$ cat config.mk
export PLATFORM = sky130hd
export DESIGN_NAME = depth_swipe_zone_sequencer
export DESIGN_NICKNAME = d
export VERILOG_FILES = /design/src/sv/dszs_pkg.sv /design/src/sv/dszs_hit.sv /design/src/sv/depth_swipe_zone_sequencer.sv
export SDC_FILE = /design/constraint.sdc
export NUM_CORES = 1
export LEC_CHECK = 0
export ABC_AREA = 1
export BUFFER_PORTS_ARGS = -buffer_cell sky130_fd_sc_hd__clkbuf_2
export CORE_ASPECT_RATIO = 2
export CORE_MARGIN = 4
export CORE_UTILIZATION = 61
export DETAILED_ROUTE_END_ITERATION = 7
export PLACE_DENSITY_LB_ADDON = 0.05
export SLEW_MARGIN = 10
export SYNTH_ARGS = -nofsm -noshare
export SYNTH_HDL_FRONTEND = slang
export SYNTH_SLANG_ARGS = --single-unit
$ cat constraint.sdc
create_clock -name clk -period 4.8 [get_ports clk]
set_input_delay 0.24 -clock clk [delete_from_list [all_inputs] [get_ports clk]]
set_output_delay 0.24 -clock clk [all_outputs]
set_load 0.01 [all_outputs]
$ cat src/sv/dszs_pkg.sv
// dszs_pkg: shared types and constants of the depth swipe zone sequencer
// used by dszs_hit and depth_swipe_zone_sequencer; depends on nothing

package dszs_pkg;

    localparam int IDX_W = 3;

    // register indexes of the configuration port
    localparam logic [IDX_W-1:0] REG_ZONE_COUNT    = 3'd0;
    localparam logic [IDX_W-1:0] REG_ZONE_WIDTH    = 3'd1;
    localparam logic [IDX_W-1:0] REG_BAND_TOP      = 3'd2;
    localparam logic [IDX_W-1:0] REG_BAND_HEIGHT   = 3'd3;
    localparam logic [IDX_W-1:0] REG_NEAR_LIMIT    = 3'd4;
    localparam logic [IDX_W-1:0] REG_FRAME_PERIOD  = 3'd5;
    localparam logic [IDX_W-1:0] REG_TIMEOUT_LIMIT = 3'd6;

    // register reset values
    localparam logic [4:0]  RST_ZONE_COUNT    = 5'd4;
    localparam logic [9:0]  RST_ZONE_WIDTH    = 10'd128;
    localparam logic [8:0]  RST_BAND_TOP      = 9'd0;
    localparam logic [9:0]  RST_BAND_HEIGHT   = 10'd128;
    localparam logic [15:0] RST_NEAR_LIMIT    = 16'd1200;
    localparam logic [15:0] RST_FRAME_PERIOD  = 16'd33;
    localparam logic [15:0] RST_TIMEOUT_LIMIT = 16'd3000;

    // hard ceiling on the zone count
    localparam logic [4:0] ZONE_CEIL = 5'd16;

    typedef struct packed {
        logic [4:0]  zone_count;
        logic [9:0]  zone_width;
        logic [8:0]  band_top;
        logic [9:0]  band_height;
        logic [15:0] near_limit;
        logic [15:0] frame_period;
        logic [15:0] timeout_limit;
    } cfg_t;

    typedef struct packed {
        logic [8:0]  pixel_x;
        logic [8:0]  pixel_y;
        logic [15:0] depth;
        logic        frame_end;
    } pixel_t;

endpackage

$ cat src/sv/dszs_hit.sv
// dszs_hit: per-pixel hit test against the frame, the band, the awaited zone and the near limit
// depends on dszs_pkg

module dszs_hit #(
    parameter int FRAME_WIDTH  = 512,
    parameter int FRAME_HEIGHT = 512
) (
    input  dszs_pkg::cfg_t   cfg,
    input  dszs_pkg::pixel_t pix,
    input  logic [9:0]       zone_left,
    output logic             hit
);

    localparam logic [12:0] FW = 13'(FRAME_WIDTH);
    localparam logic [12:0] FH = 13'(FRAME_HEIGHT);

    logic        in_frame;
    logic        in_band;
    logic        in_zone;
    logic        near;
    logic [10:0] band_end;
    logic [10:0] zone_end;

    assign band_end = {2'b00, cfg.band_top} + {1'b0, cfg.band_height};
    assign zone_end = {1'b0, zone_left} + {1'b0, cfg.zone_width};

    assign in_frame = ({4'b0000, pix.pixel_x} < FW) && ({4'b0000, pix.pixel_y} < FH);
    assign in_band  = (pix.pixel_y >= cfg.band_top) && ({2'b00, pix.pixel_y} < band_end);
    assign in_zone  = ({1'b0, pix.pixel_x} >= zone_left) && ({2'b00, pix.pixel_x} < zone_end);
    assign near     = (pix.depth != 16'd0) && (pix.depth < cfg.near_limit);

    assign hit = in_frame && in_band && in_zone && near;

endmodule

$ cat src/sv/depth_swipe_zone_sequencer.sv
// depth_swipe_zone_sequencer: top level, config registers, pixel register,
// zone state and result register; depends on dszs_pkg and dszs_hit

// Takes one depth pixel per clock in raster order and reports one result
// per frame, on the pixel that carries tlast. A pixel is captured in an
// input register and then resolved against the zone state, and the result of
// a frame is written from there into the result register on the master side.
// Pixels without tlast never stall; a frame-end pixel waits only while the
// result register still holds an untaken result. Sustained rate is one pixel
// per cycle while no frame-end pixel waits. Configuration writes take effect
// at once and are meant for idle periods.

module depth_swipe_zone_sequencer #(
    parameter int FRAME_WIDTH  = 512,
    parameter int FRAME_HEIGHT = 512,
    parameter int MAX_ZONES    = 16
) (
    input  logic        clk,
    input  logic        rst_n,
    // config write port
    input  logic        cfg_we,
    input  logic [2:0]  cfg_index,
    input  logic [15:0] cfg_data,
    // pixel stream
    input  logic        s_tvalid,
    output logic        s_tready,
    input  logic [39:0] s_tdata,   // pixel_x[8:0], pixel_y[17:9], depth[33:18], zeros
    input  logic        s_tlast,   // frame_end
    // result stream
    output logic        m_tvalid,
    input  logic        m_tready,
    output logic [7:0]  m_tdata    // swipe_done[0], timed_out[1], zone_now[5:2], zeros
);

    localparam logic [4:0] ZONE_CAP =
        (MAX_ZONES > 16) ? dszs_pkg::ZONE_CEIL : 5'(MAX_ZONES);

    dszs_pkg::cfg_t   cfg_reg;
    dszs_pkg::pixel_t pix_reg;
    logic             pix_valid_reg;

    logic [3:0]  zone_index_reg, zone_index_next;
    logic [9:0]  zone_left_reg,  zone_left_next;
    logic [16:0] zone_timer_reg, zone_timer_next;
    logic        hit_seen_reg,   hit_seen_next;

    logic        out_valid_reg;
    logic [7:0]  out_data_reg;

    logic        pix_hit;
    logic        advance;
    logic        out_free;
    logic [4:0]  eff_zones;
    logic [4:0]  next_zone;
    logic [16:0] timer_sum;
    logic        any_hit;
    logic        tout;
    logic        done;
    logic [13:0] left_prod;

    // config registers
    always_ff @(posedge clk or negedge rst_n)
    begin
        if (!rst_n)
        begin
            cfg_reg.zone_count    <= dszs_pkg::RST_ZONE_COUNT;
            cfg_reg.zone_width    <= dszs_pkg::RST_ZONE_WIDTH;
            cfg_reg.band_top      <= dszs_pkg::RST_BAND_TOP;
            cfg_reg.band_height   <= dszs_pkg::RST_BAND_HEIGHT;
            cfg_reg.near_limit    <= dszs_pkg::RST_NEAR_LIMIT;
            cfg_reg.frame_period  <= dszs_pkg::RST_FRAME_PERIOD;
            cfg_reg.timeout_limit <= dszs_pkg::RST_TIMEOUT_LIMIT;
        end
        else if (cfg_we)
        begin
            case (cfg_index)
                dszs_pkg::REG_ZONE_COUNT:    cfg_reg.zone_count    <= cfg_data[4:0];
                dszs_pkg::REG_ZONE_WIDTH:    cfg_reg.zone_width    <= cfg_data[9:0];
                dszs_pkg::REG_BAND_TOP:      cfg_reg.band_top      <= cfg_data[8:0];
                dszs_pkg::REG_BAND_HEIGHT:   cfg_reg.band_height   <= cfg_data[9:0];
                dszs_pkg::REG_NEAR_LIMIT:    cfg_reg.near_limit    <= cfg_data;
                dszs_pkg::REG_FRAME_PERIOD:  cfg_reg.frame_period  <= cfg_data;
                dszs_pkg::REG_TIMEOUT_LIMIT: cfg_reg.timeout_limit <= cfg_data;
                default: ;
            endcase
        end
    end

    // handshake: a pixel without frame end always retires
    assign out_free = !out_valid_reg || m_tready;
    assign advance  = pix_valid_reg && (!pix_reg.frame_end || out_free);
    assign s_tready = !pix_valid_reg || advance;

    always_ff @(posedge clk or negedge rst_n)
    begin
        if (!rst_n)
        begin
            pix_valid_reg <= 1'b0;
        end
        else if (s_tready)
        begin
            pix_valid_reg <= s_tvalid;
        end
    end

    always_ff @(posedge clk)
    begin
        if (s_tready && s_tvalid)
        begin
            pix_reg.pixel_x   <= s_tdata[8:0];
            pix_reg.pixel_y   <= s_tdata[17:9];
            pix_reg.depth     <= s_tdata[33:18];
            pix_reg.frame_end <= s_tlast;
        end
    end

    dszs_hit #(
        .FRAME_WIDTH  (FRAME_WIDTH),
        .FRAME_HEIGHT (FRAME_HEIGHT)
    ) u_hit (
        .cfg       (cfg_reg),
        .pix       (pix_reg),
        .zone_left (zone_left_reg),
        .hit       (pix_hit)
    );

    // frame-end decision
    always_comb
    begin
        eff_zones = cfg_reg.zone_count;
        if (eff_zones == 5'd0)
            eff_zones = 5'd1;
        if (eff_zones > ZONE_CAP)
            eff_zones = ZONE_CAP;

        any_hit   = hit_seen_reg || pix_hit;
        timer_sum = zone_timer_reg + {1'b0, cfg_reg.frame_period};
        tout      = timer_sum > {1'b0, cfg_reg.timeout_limit};
        next_zone = {1'b0, zone_index_reg} + 5'd1;
        done      = !tout && any_hit && (next_zone >= eff_zones);
        left_prod = next_zone[3:0] * cfg_reg.zone_width;

        zone_index_next = zone_index_reg;
        zone_left_next  = zone_left_reg;
        zone_timer_next = zone_timer_reg;
        hit_seen_next   = any_hit;

        if (pix_reg.frame_end)
        begin
            hit_seen_next   = 1'b0;
            zone_timer_next = timer_sum;
            if (tout || done)
            begin
                zone_index_next = 4'd0;
                zone_left_next  = 10'd0;
                zone_timer_next = 17'd0;
            end
            else if (any_hit)
            begin
                zone_index_next = next_zone[3:0];
                zone_left_next  = left_prod[9:0];
                zone_timer_next = 17'd0;
            end
        end
    end

    always_ff @(posedge clk or negedge rst_n)
    begin
        if (!rst_n)
        begin
            zone_index_reg <= 4'd0;
            zone_left_reg  <= 10'd0;
            zone_timer_reg <= 17'd0;
            hit_seen_reg   <= 1'b0;
        end
        else if (advance)
        begin
            zone_index_reg <= zone_index_next;
            zone_left_reg  <= zone_left_next;
            zone_timer_reg <= zone_timer_next;
            hit_seen_reg   <= hit_seen_next;
        end
    end

    // result register
    always_ff @(posedge clk or negedge rst_n)
    begin
        if (!rst_n)
        begin
            out_valid_reg <= 1'b0;
        end
        else if (out_free)
        begin
            out_valid_reg <= advance && pix_reg.frame_end;
        end
    end

    always_ff @(posedge clk)
    begin
        if (advance && pix_reg.frame_end)
        begin
            out_data_reg <= {2'b00, zone_index_next, tout, done};
        end
    end

    assign m_tvalid = out_valid_reg;
    assign m_tdata  = out_data_reg;

endmodule

After elaboration in Yosys (flattened, before gate mapping)
Index checks and enable logic that the tools add are counted.
{"block": "word_totals", "output_inout_bits": 10, "register_bits": 157, "in_bits": 65, "wordCells": 79}
{"block": "classes", "n_mux": 10, "reduce_logical": 32, "magnitude_cmp": 8, "multipliers": 1, "eq_ne": 6, "addsub": 4}
{"cell": "$mux 17", "n": 2}
{"cell": "$lt 9x11->1", "n": 2}
{"cell": "$mux 10", "n": 2}
{"cell": "$add 17x16->17", "n": 1}
{"cell": "$gt 17x16->1", "n": 1}
{"cell": "$lt 16x16->1", "n": 1}
{"cell": "$reduce_and 2->1", "n": 8}
{"cell": "$reduce_bool 16->1", "n": 1}
{"cell": "$mux 4", "n": 3}
{"cell": "$add 10x10->11", "n": 1}
{"cell": "$add 9x10->11", "n": 1}
{"cell": "$ge 9x10->1", "n": 1}
{"cell": "$logic_and 1x1->1", "n": 10}
{"cell": "$mul 4x10->10", "n": 1}
{"cell": "$mux 5", "n": 2}
{"cell": "$eq 3x3->1 const B", "n": 3}
{"cell": "$ge 9x9->1", "n": 1}
{"cell": "$eq 3x2->1 const B", "n": 2}
{"cell": "$add 4x1->5 const B", "n": 1}
{"cell": "$ge 5x5->1", "n": 1}
{"cell": "$gt 5x5->1 const B", "n": 1}
{"cell": "$logic_not 5->1", "n": 1}
{"cell": "$logic_or 1x1->1", "n": 5}
{"cell": "$logic_not 1->1", "n": 4}
{"cell": "5 further kinds", "n": 5}

Depth between registers and ports, before layout
Gate-level depths: netlist (run 1).
{"block": "depth", "word_depth": 11, "mapped_depth": 28, "depth_no_buf": 28}

Cells and area by module
Synthesis (run 1) repeated with hierarchy kept, for this count alone.
{"block": "hier_totals", "cells_unflattened": 1207, "area_unflattened_um2": 10129.7}
{"module": "depth_swipe_zone_sequencer", "area_each_um2": 7986.4, "cells_each": 870, "n_inst": 1}
{"module": "dszs_hit", "area_each_um2": 2143.3, "cells_each": 337, "n_inst": 1}

Worst setup path before layout (run 1)
No wires, ideal clock.
{"block": "synth_timing", "kind": "flip-flop to flip-flop", "start": "register cfg_reg[16] in the netlist's numbering", "end": "register out_data_reg[5] (netlist: m_tdata[5]) (data pin)", "path_buffers": 0, "synth_period_minus_slack_ns": 3.507, "path_slack_ns": 1.293, "stages_incl_launch_ff": 25, "required_ns": 4.537, "t_arrival_ns": 3.244, "path_cell_list": "dfstp_2 > ha_1 > inv_1 > fa_1 > nand3b_1 > nand2_2 > a21oi_4 > o21ai_4 > a21oi_1 > o21bai_1 > xor2_1 > ha_1 > a21oi_1 > o21a_1 > nand2_1 > nand2_1 > nand2_1 > nand2_1 > nand2_4 > nor2_1 > nand2_1 > nand2_2 > nor2_4 > nand2_1 > o21ai_1"}
{"block": "synth_between", "elab_chain_len": 8}
{"element": "start, declared", "line_no": "depth_swipe_zone_sequencer.sv:38", "source": "dszs_pkg::cfg_t cfg_reg;"}
{"element": "$add 17x16->17 *", "line_no": "depth_swipe_zone_sequencer.sv:137", "source": "timer_sum = zone_timer_reg + {1'b0, cfg_reg.frame_period};"}
{"element": "$gt 17x16->1 *", "line_no": "depth_swipe_zone_sequencer.sv:138", "source": "tout = timer_sum > {1'b0, cfg_reg.timeout_limit};"}
{"element": "net tout", "line_no": "depth_swipe_zone_sequencer.sv:57", "source": "logic tout;"}
{"element": "$logic_not 1->1", "line_no": "depth_swipe_zone_sequencer.sv:140", "source": "done = !tout && any_hit && (next_zone >= eff_zones);"}
{"element": "$logic_and 1x1->1 (2 in a row)", "line_no": "depth_swipe_zone_sequencer.sv:140"}
{"element": "$logic_or 1x1->1 *", "line_no": "depth_swipe_zone_sequencer.sv:152", "source": "if (tout || done)"}
{"element": "$mux 4 *", "line_no": "depth_swipe_zone_sequencer.sv:152"}
{"element": "$mux 4 *", "line_no": "depth_swipe_zone_sequencer.sv:148", "source": "if (pix_reg.frame_end)"}
{"element": "net zone_index_next[3]", "line_no": "depth_swipe_zone_sequencer.sv:42", "source": "logic [3:0] zone_index_reg, zone_index_next;"}
{"element": "end signal, assigned", "line_no": "depth_swipe_zone_sequencer.sv:202", "source": "out_data_reg <= {2'b00, zone_index_next, tout, done};"}
{"element": "end, declared", "line_no": "depth_swipe_zone_sequencer.sv:48", "source": "logic [7:0] out_data_reg;"}
Mark *: on every way through the listed nets, which the timed path passes. The rest lies on a longest branch.
A chain may end at the register's enable or synchronous reset.

Worst setup path in the final report (run 1)
Same ends and word-level chain as after synthesis.

==> results of run 1 <==
critical path, cell delays in order (launching register included):
cell and delay [ps]:
dfstp_2 530, ha_1 150, inv_1 50, fa_1 390
nand3b_1 190, nand2_2 120, a21oi_4 80, o21ai_4 180
a21oi_1 140, o21bai_1 180, xor2_1 300, ha_1 310
a21oi_1 130, o21a_1 140, nand2_1 50, nand2_1 50
nand2_1 40, nand2_1 150, nand2_4 100, nor2_1 100
nand2_1 80, nand2_2 100, nor2_4 60, nand2_1 60
o21ai_1 70
per-stage QoR:
stage | worst slack [ps] | total power, uW
after global routing | 520 | 6290
after CTS | 780 | 5840
after floorplan | 1290 | 3740
final | 799 | 5810
after detailed placement | 823 | 4410
after global placement | 844 | 4310
layer usage:
metal	vias to the layer above	wire, um
met4	0	1030
met3	67	557
met2	156	14200
met5	-	0
met1	3839	8150
li1	4031	-
synthesized netlist by cell type (2+ instances only):
library cell	instances	share of area [%]
a31oi_1	6	0.37
o21bai_1	4	0.30
a21o_1	6	0.45
inv_2	4	0.15
a21oi_1	58	2.9
nor2_2	2	0.12
dfstp_2	16	4.2
nand3_1	32	1.6
edfxtp_1	41	12
o21ai_1	12	0.60
nor2_1	50	1.9
ha_1	116	14
nor4_1	5	0.31
buf_4	2	0.15
nor3b_1	2	0.15
o21ai_0	99	4.9
nor2_4	2	0.22
nand2_2	16	1.0
nand2_4	2	0.22
inv_1	156	5.8
nor3_1	5	0.25
clkbuf_1	18	0.67
inv_4	2	0.12
nand2_1	327	12
o211ai_1	2	0.15
xor2_1	21	1.8
nand4_1	8	0.50
fa_1	16	3.2
dfrtp_1	100	25
o21a_1	7	0.52
nand3b_1	2	0.15
xnor2_1	16	1.4
path summary, 6_finish.rpt:
kind	cells past startpoint	slack [ps]	end	start
setup / recovery	24	800	m_tdata[5]	cfg_reg[16]
hold / removal	3	40	pix_valid_reg	s_tvalid
setup reg to reg	24	800	m_tdata[5]	cfg_reg[16]
hold reg to reg	2	480	cfg_reg[14]	cfg_reg[14]
max in group asynchronous	3	3130	cfg_reg[71]	rst_n
min in group asynchronous	2	430	cfg_reg[45]	rst_n
logic make-up after synthesis:
| family | after synthesis |
|---|---|
| buffers and inverters | 185 |
| AOI/OAI and AO/OA | 199 |
| DFF | 157 |
| xor gates and xnor gates | 38 |
| adders and majority gates | 132 |
| and+or+nand+nor | 458 |
| other | 1 |
final cells by class:
class                      count  area share, %
inverter                     163           5.41
timing repair buffer         106           6.29
clock buffer                  18           3.73
tap                          204           2.22
sequential                   157           36.1
multi-input combinational    829           44.7
clock inverter                14           1.52
power by group through the flow:
stage	logic, uW	registers, uW	clock network [uW]
finish	2540	1870	1400
global route	2920	1900	1470
CTS	2560	1870	1420
detailed placement	2520	1890	0
global placement	2430	1880	0
floorplan	1930	1810	0
==> flow_summary.ini, run 1 <==
[run_status]
status = finished clean

[clock_network]
clk_latency_ps = 430
cts-resized-gates = 0
holdBufCountCts = 36
max-clock-path-buffers = 2
tritoncts = yes
cts_buffers = 17
clkTransAtPathRegs_ps = 70
cts_setup_buffers = 0
cts_root_buffer = clkbuf_16
clock-sinks = 157
htreeDepth = 4

[setup_path]
required_ps = 4970
path_class = reg2reg
worst_setup_path_end_kind = register
crit_arrival_ps = 4170
worstSetupStartpointType = register
critPathMaxFanout = 6

[timing]
worstMarginPinSlew_ps = 935
skew_ps = 10.7
finalHoldWorstSlack_ps = 36.7
max_slew_margin_pct = 37.5
finalHoldViolCount = 0
rsz0062_at_grt = false
finalSetupViolCount = 0
drv_slew = 0
setup-tns-final_ps = 0
period_share_pct = 83.4
final.min_clock_period_ps = 4000
fmax_mhz = 250

[route]
drtIter0Drc = 387
drt-total-wl_um = 24000
firstDrtPassIters = 5
vias = 8093
ant_nets = 0
wl_per_cell_um = 16.1
drc = 0
via_per_inst = 5.43

[floorplanning]
io_pins = 75
rows = 66
die_x_um = 98.6
die_h_um = 189
dieArea_mm2 = 0.0187
initial_utilization_pct = 61.9
core_area_mm2 = 0.0162

[pwr]
power.internal_uw = 3420
power_switching_uw = 2400
p_per_area_mw_per_mm2 = 506
power_frac_comb_pct = 43.7
ir_drop_mv = 0.361
leakage_uw = 0.00588
clockPowerShare_pct = 24.1
seqPwrFrac_pct = 32.2
switching_share_pct = 41.2

[finish]
final_common_cell = nand2_1
multi_input_area_mm2 = 0.00514
nFillCells = 1363
instances_no_fill = 1491
finalInstanceArea_mm2 = 0.0115
fin_util_pct = 71.0
nets = 1471
area_delta_synth_final_pct = 14.8
largest_register_ffs = 82
final_cell_mix = 327 x nand2_1, 156 x inv_1, 116 x ha_1
drive_above_1_share_pct = 11.8
seqCellArea_mm2 = 0.00415
n_antenna_cell = 0

[place]
routabilityCongestion = 0.858
dp.cells = 1423
portBuffers = 66
place_hpwl_um = 18000
dpl_cell_area_mm2 = 0.0105

[synthesis]
muxShareOfSynthArea_pct = 0
ys_types = 47
avgSynthCellArea_um2 = 8.56
synthSimpleGateAreaFrac_pct = 19.3
synthesis.area_mm2 = 0.0100
synth_top_family_by_area = simple AND/OR/NAND/NOR gates
synth_xor_area_share_pct = 3.46
synth_seq_cells = 157
synth_edf_count = 41
synth_fa_ha_area_share_pct = 17.7
postSynthCellCount = 1170
yosys_warnings = 0
synth_compound_area_share_pct = 10.8
ys_seq_area_share_pct = 41.5
async_flop_share_pct = 73.9
synth-main-ff-cell = dfrtp_1

[min_path]
min_path_type = in2reg

[global_route]
grt_pass1_vias = 8530
grt_overflow = 0
gr-usage-met1_pct = 26.1
grt_util_met3_pct = 3.47
grt_use_total_pct = 27.3
grt_busiest_layer = met2
antenna_found_initial = 0
grt_max_degree = 61
grt_first_pass_wirelength_um = 39800
gr-usage-met2_pct = 54.7

[flow_run]
drv_cap = 0
No activity file was read; power rests on OpenSTA's default activity.
==> run 2, diff against run 1 <==
--- a/config.mk
+++ b/config.mk
@@ -9,7 +9,7 @@
 export BUFFER_PORTS_ARGS = -buffer_cell sky130_fd_sc_hd__clkbuf_2
 export CORE_ASPECT_RATIO = 2
 export CORE_MARGIN = 4
-export CORE_UTILIZATION = 61
+export CORE_UTILIZATION = 55
 export DETAILED_ROUTE_END_ITERATION = 7
 export PLACE_DENSITY_LB_ADDON = 0.05
 export SLEW_MARGIN = 10
==> constraint.sdc (replaced) <==
create_clock -name clk -period 3.6 [get_ports clk]
set_input_delay 0.18 -clock clk [delete_from_list [all_inputs] [get_ports clk]]
set_output_delay 0.18 -clock clk [all_outputs]
set_load 0.01 [all_outputs]
==> flow_summary.ini, run 2 (synthesis results as in run 1) <==
[pwr]
switching_share_pct = 39.9
seqPwrFrac_pct = 29.7
ir_drop_mv = 0.534
power_switching_uw = 3350
power.internal_uw = 5040
power_frac_comb_pct = 49.1
leakage_uw = 0.00622
p_per_area_mw_per_mm2 = 690
clockPowerShare_pct = 21.2

[floorplanning]
rows = 69
io_pins = 75
dieArea_mm2 = 0.0206
initial_utilization_pct = 56.0
die_x_um = 103
core_area_mm2 = 0.0179
die_h_um = 199

[setup_path]
critical_path.startpoint = cfg_reg[16]
worstSetupStartpointType = register
endpoint = zone_index_reg[1]
crit_slowest_cell = dfstp_2
worstRegToRegCells = 26
critPathMaxFanout = 4
crit_arrival_ps = 3900
worst_setup_path_end_kind = register
r2r_start = cfg_reg[16]
crit_path_max_incr_delay_ps = 560
worstReg2RegEnd = zone_index_reg[1]
path_common_cell = nand2_1
path_class = reg2reg
rrSetupSlack_ps = 20
required_ps = 3910

[global_route]
grt_overflow = 0
grt_pass1_vias = 8570
grt_max_degree = 63
antenna_found_initial = 0
grt_first_pass_wirelength_um = 40700
grt_use_total_pct = 26.1

[min_path]
min_path_type = in2reg
worstHoldStart = cfg_data[10]

[clock_network]
cts_buffers = 17
cts_root_buffer = clkbuf_16
tritoncts = yes
clock-sinks = 157
clkTransAtPathRegs_ps = 70
htreeDepth = 4
clk_latency_ps = 430
max-clock-path-buffers = 2

[timing]
worstMarginPinSlew_ps = 1040
final.min_clock_period_ps = 3580
finalSetupViolCount = 0
skew_ps = 8.65
finalHoldViolCount = 0
fmax_mhz = 279
max_slew_margin_pct = 30.7
period_share_pct = 99.5
drv_slew = 0
setup_slack_ps = 17.2
rsz0062_at_grt = true

[finish]
drive_above_1_share_pct = 18.1
nets = 1540
area_delta_synth_final_pct = 21.4
final_common_cell = nand2_1
instances_no_fill = 1569
final_cell_mix = 322 x nand2_1, 155 x inv_1, 111 x ha_1
n_antenna_cell = 0
largest_register_ffs = 82
nFillCells = 1543

[route]
wl_per_cell_um = 16.1
drt-total-wl_um = 25200
firstDrtPassIters = 5
drtIter0Drc = 323
ant_nets = 0
drc = 0
vias = 8294
via_per_inst = 5.29

[flow_run]
drv_cap = 0

[place]
portBuffers = 66
place_hpwl_um = 19500
routabilityCongestion = 0.946
dp_slack_ps = -49.0
dp.cells = 1491

[run_status]
status = finished clean
==> run 2: changes by cell type in the layout (fill, tap and decap cells not counted), sizes merged <==
cell / delta
buf: +67
clkbuf: +2
clkinv: -2
dlygate4sd3: +2
bufinv: -1
inv: +1
==> run 2: worst min-delay path by stage <==
| stage | end | slack [ps] | cells after the start |
|---|---|---|---|
| floorplan | cfg_reg[0] | -120 | 0 |
| global placement | cfg_reg[47] | 310 | 1 |
| detailed placement | cfg_reg[47] | 300 | 1 |
| CTS | m_tvalid | 10 | 4 |
| global route | cfg_reg[42] | 30 | 3 |
| finish | cfg_reg[42] | 30 | 3 |
==> run 2: per-layer routing <==
metal  up-vias  track usage, %  part of all wire (%)
met3        72            3.33                   2.5
met1      3916            24.6                    34
met2       164            51.4                    59
met5         -               0                     0
met4         0            13.6                   5.2
li1       4142               -                     -
==> run 2: power groups by stage <==
stage	clock, uW	sequential [uW]	combinational (uW)
after floorplan	0	2420	2570
final	1780	2490	4120
after global routing	1890	2530	4680
after CTS	1810	2480	3920
after detailed placement	0	2510	3780
after global placement	0	2500	3710
==> run 2: final cells by class <==
cell class | count | area, um2 | share of cell area, %
Timing Repair Buffer | 175 | 1250 | 10.3
Sequential cell | 157 | 4150 | 34.2
Inverter | 163 | 627 | 5.16
Multi-Input combinational cell | 829 | 5290 | 43.5
Tap cell | 213 | 267 | 2.19
Clock inverter | 12 | 125 | 1.03
Clock buffer | 20 | 447 | 3.67
==> run 2: timing repair <==
action	in CTS	in global routing
endpoints found under the hold margin	86	0
pin swaps	7	12
buffers inserted	4	4
endpoints found under the setup margin	11	36
hold buffers	38	0
gates resized for setup	8	26
==> run 2: through the flow <==
step / hold slack (ps) / power [uW] / area, um2 / utilization [%] / TNS [ps]
floorplan: -116 / 4990 / 10000 / - / 0
CTS: 12.3 / 8220 / 12000 / 67.1 / -154
global route: 32.4 / 9090 / 12200 / 68.0 / -7320
finish: 26.8 / 8390 / 12200 / 68.0 / 0
detailed placement: 305 / 6280 / 11000 / 61.5 / -214
global placement: 308 / 6210 / 11000 / 61.5 / -212
==> run 2: critical path, delay by kind of cell, from the launching register on <==
family	cells	cell delay [ps]
XOR/XNOR	1	180
AND/OR/NAND/NOR	15	1180
AO/OA/AOI/OAI	5	630
buffers and inverters	2	170
flip-flops	1	560
adder cells (fa/ha/maj)	3	740
==> run 3, diff against run 2 <==
--- a/config.mk
+++ b/config.mk
@@ -8,7 +8,7 @@
 export ABC_AREA = 1
 export BUFFER_PORTS_ARGS = -buffer_cell sky130_fd_sc_hd__clkbuf_2
 export CORE_ASPECT_RATIO = 2
-export CORE_MARGIN = 4
+export CORE_MARGIN = 1.5
 export CORE_UTILIZATION = 55
 export DETAILED_ROUTE_END_ITERATION = 7
 export PLACE_DENSITY_LB_ADDON = 0.05
==> constraint.sdc (replaced) <==
create_clock -name clk -period 2.9 [get_ports clk]
set_input_delay 0.145 -clock clk [delete_from_list [all_inputs] [get_ports clk]]
set_output_delay 0.145 -clock clk [all_outputs]
set_load 0.01 [all_outputs]
==> flow_summary.ini, run 3 (synthesis results as in run 1) <==
[run_status]
status = finished, violations left
violations = negative setup slack

[global_route]
grt_use_total_pct = 29.0
grt_max_degree = 36
grt_overflow = 0
antenna_found_initial = 0
grt_first_pass_wirelength_um = 42900
grt_pass1_vias = 9198

[timing]
worstMarginPinSlew_ps = 1030
finalSetupViolCount = 37
max_slew_margin_pct = 31.1
finalHoldWorstSlack_ps = 89.7
setup_slack_ps = -668
setup-tns-final_ps = -20860
drv_slew = 0
skew_ps = 7.86
finalHoldViolCount = 0
rsz0062_at_grt = true
period_share_pct = 123
fmax_mhz = 280
final.min_clock_period_ps = 3570

[place]
dpl_cell_area_mm2 = 0.0117
portBuffers = 66
dp_slack_ps = -727
place_hpwl_um = 20300
routabilityCongestion = 0.907

[setup_path]
worst_setup_path_end_kind = register
required_ps = 3070
critPathMaxFanout = 4
worstSetupStartpointType = register
path_class = reg2reg
crit_arrival_ps = 3740

[clock_network]
cts_root_buffer = clkbuf_16
clkTransAtPathRegs_ps = 60
clock-sinks = 157
cts_buffers = 17
max-clock-path-buffers = 2
tritoncts = yes
clk_latency_ps = 430
htreeDepth = 4

[route]
vias = 8678
m1WireLength_um = 8520
wl_per_cell_um = 16.1
drc = 0
met2WireLength_um = 16000
ant_nets = 0
wl_met3_um = 674
via_per_inst = 5.22
firstDrtPassIters = 4
drtIter0Drc = 402
dr.max_layer_used = met4
drt-total-wl_um = 26700

[floorplanning]
dieArea_mm2 = 0.0191
rows = 69
initial_utilization_pct = 56.3
io_pins = 75
die_h_um = 194
core_area_mm2 = 0.0178
die_x_um = 98.4

[finish]
seqCellArea_mm2 = 0.00416
n_antenna_cell = 0
fin_util_pct = 73.2
largest_register_ffs = 82
drive_above_1_share_pct = 25.4
nFillCells = 1425
final_common_cell = nand2_1
multi_input_area_mm2 = 0.00543
area_delta_synth_final_pct = 30.1
nets = 1633
finalInstanceArea_mm2 = 0.0130
final_cell_mix = 313 x nand2_1, 160 x buf_4, 153 x inv_1

[pwr]
p_per_area_mw_per_mm2 = 862
ir_drop_mv = 0.763
leakage_uw = 0.00670

[min_path]
min_path_type = in2reg

[flow_run]
drv_cap = 0
## run 3: critical path, stage by stage, from the launching register on
cell and delay, ps:
dfstp_2 560, ha_4 140, inv_2 40, fa_2 330, nand3b_1 180, nand2_2 100, a21oi_4 70, o21ai_4 180
a21oi_2 100, o21bai_1 170, xor2_1 220, ha_1 290, a21oi_2 140, o21a_1 130, nand2_1 50, nand2_1 50
nand2_1 50, nand2_2 70, nand2_4 70, nor2_4 80, nand2_2 70, nand2_4 80, nor2_4 50, nand2_1 50
o21ai_1 60
## run 3: path summary, 6_finish.rpt
path	from	endpoint	cells past startpoint	slack, ps
setup / recovery	cfg_reg[16]	m_tdata[5]	24	-670
hold / removal	cfg_data[12]	cfg_reg[28]	3	90
setup reg to reg	cfg_reg[16]	m_tdata[5]	24	-670
hold reg to reg	zone_timer_reg[6]	zone_timer_reg[6]	2	490
max in group asynchronous	rst_n	cfg_reg[74]	3	1860
min in group asynchronous	rst_n	cfg_reg[43]	2	210
## run 3: layout make-up
class,instances,area share [%]
tap,213,2.05
clock inverter,15,1.23
clock buffer,17,3.27
multi-input combinational,829,41.7
sequential,157,31.9
timing repair buffer,268,15.0
inverter,163,4.81
## run 3: layer usage
layer	vias to the layer above	global-route usage [%]
li1	4335	-
met1	4083	25.2
met2	173	59.8
met3	87	4.04
met4	0	15.8
met5	-	0
## run 3: report_power, final
group / switching [uW] / internal [uW] / leakage [uW]
clock network: 1000 / 1220 / 0.000284
registers: 321 / 2740 / 0.00185
logic: 3140 / 2810 / 0.00456
## run 3: repair_timing
item / 4_1_cts / 5_1_grt
setup buffers: 5 / 3
pin swaps: 11 / 10
setup endpoints to repair: 37 / 37
endpoints found under the hold margin: 73 / 0
resized for setup: 23 / 30
hold buffers: 41 / 0
## run 3: per-stage QoR
step | std cells | total power [uW]
floorplan | 1171 | 6310
global placement | 1581 | 8420
detailed placement | 1581 | 8520
CTS | 1659 | 11000
global route | 1662 | 12100
finish | 1662 | 11200
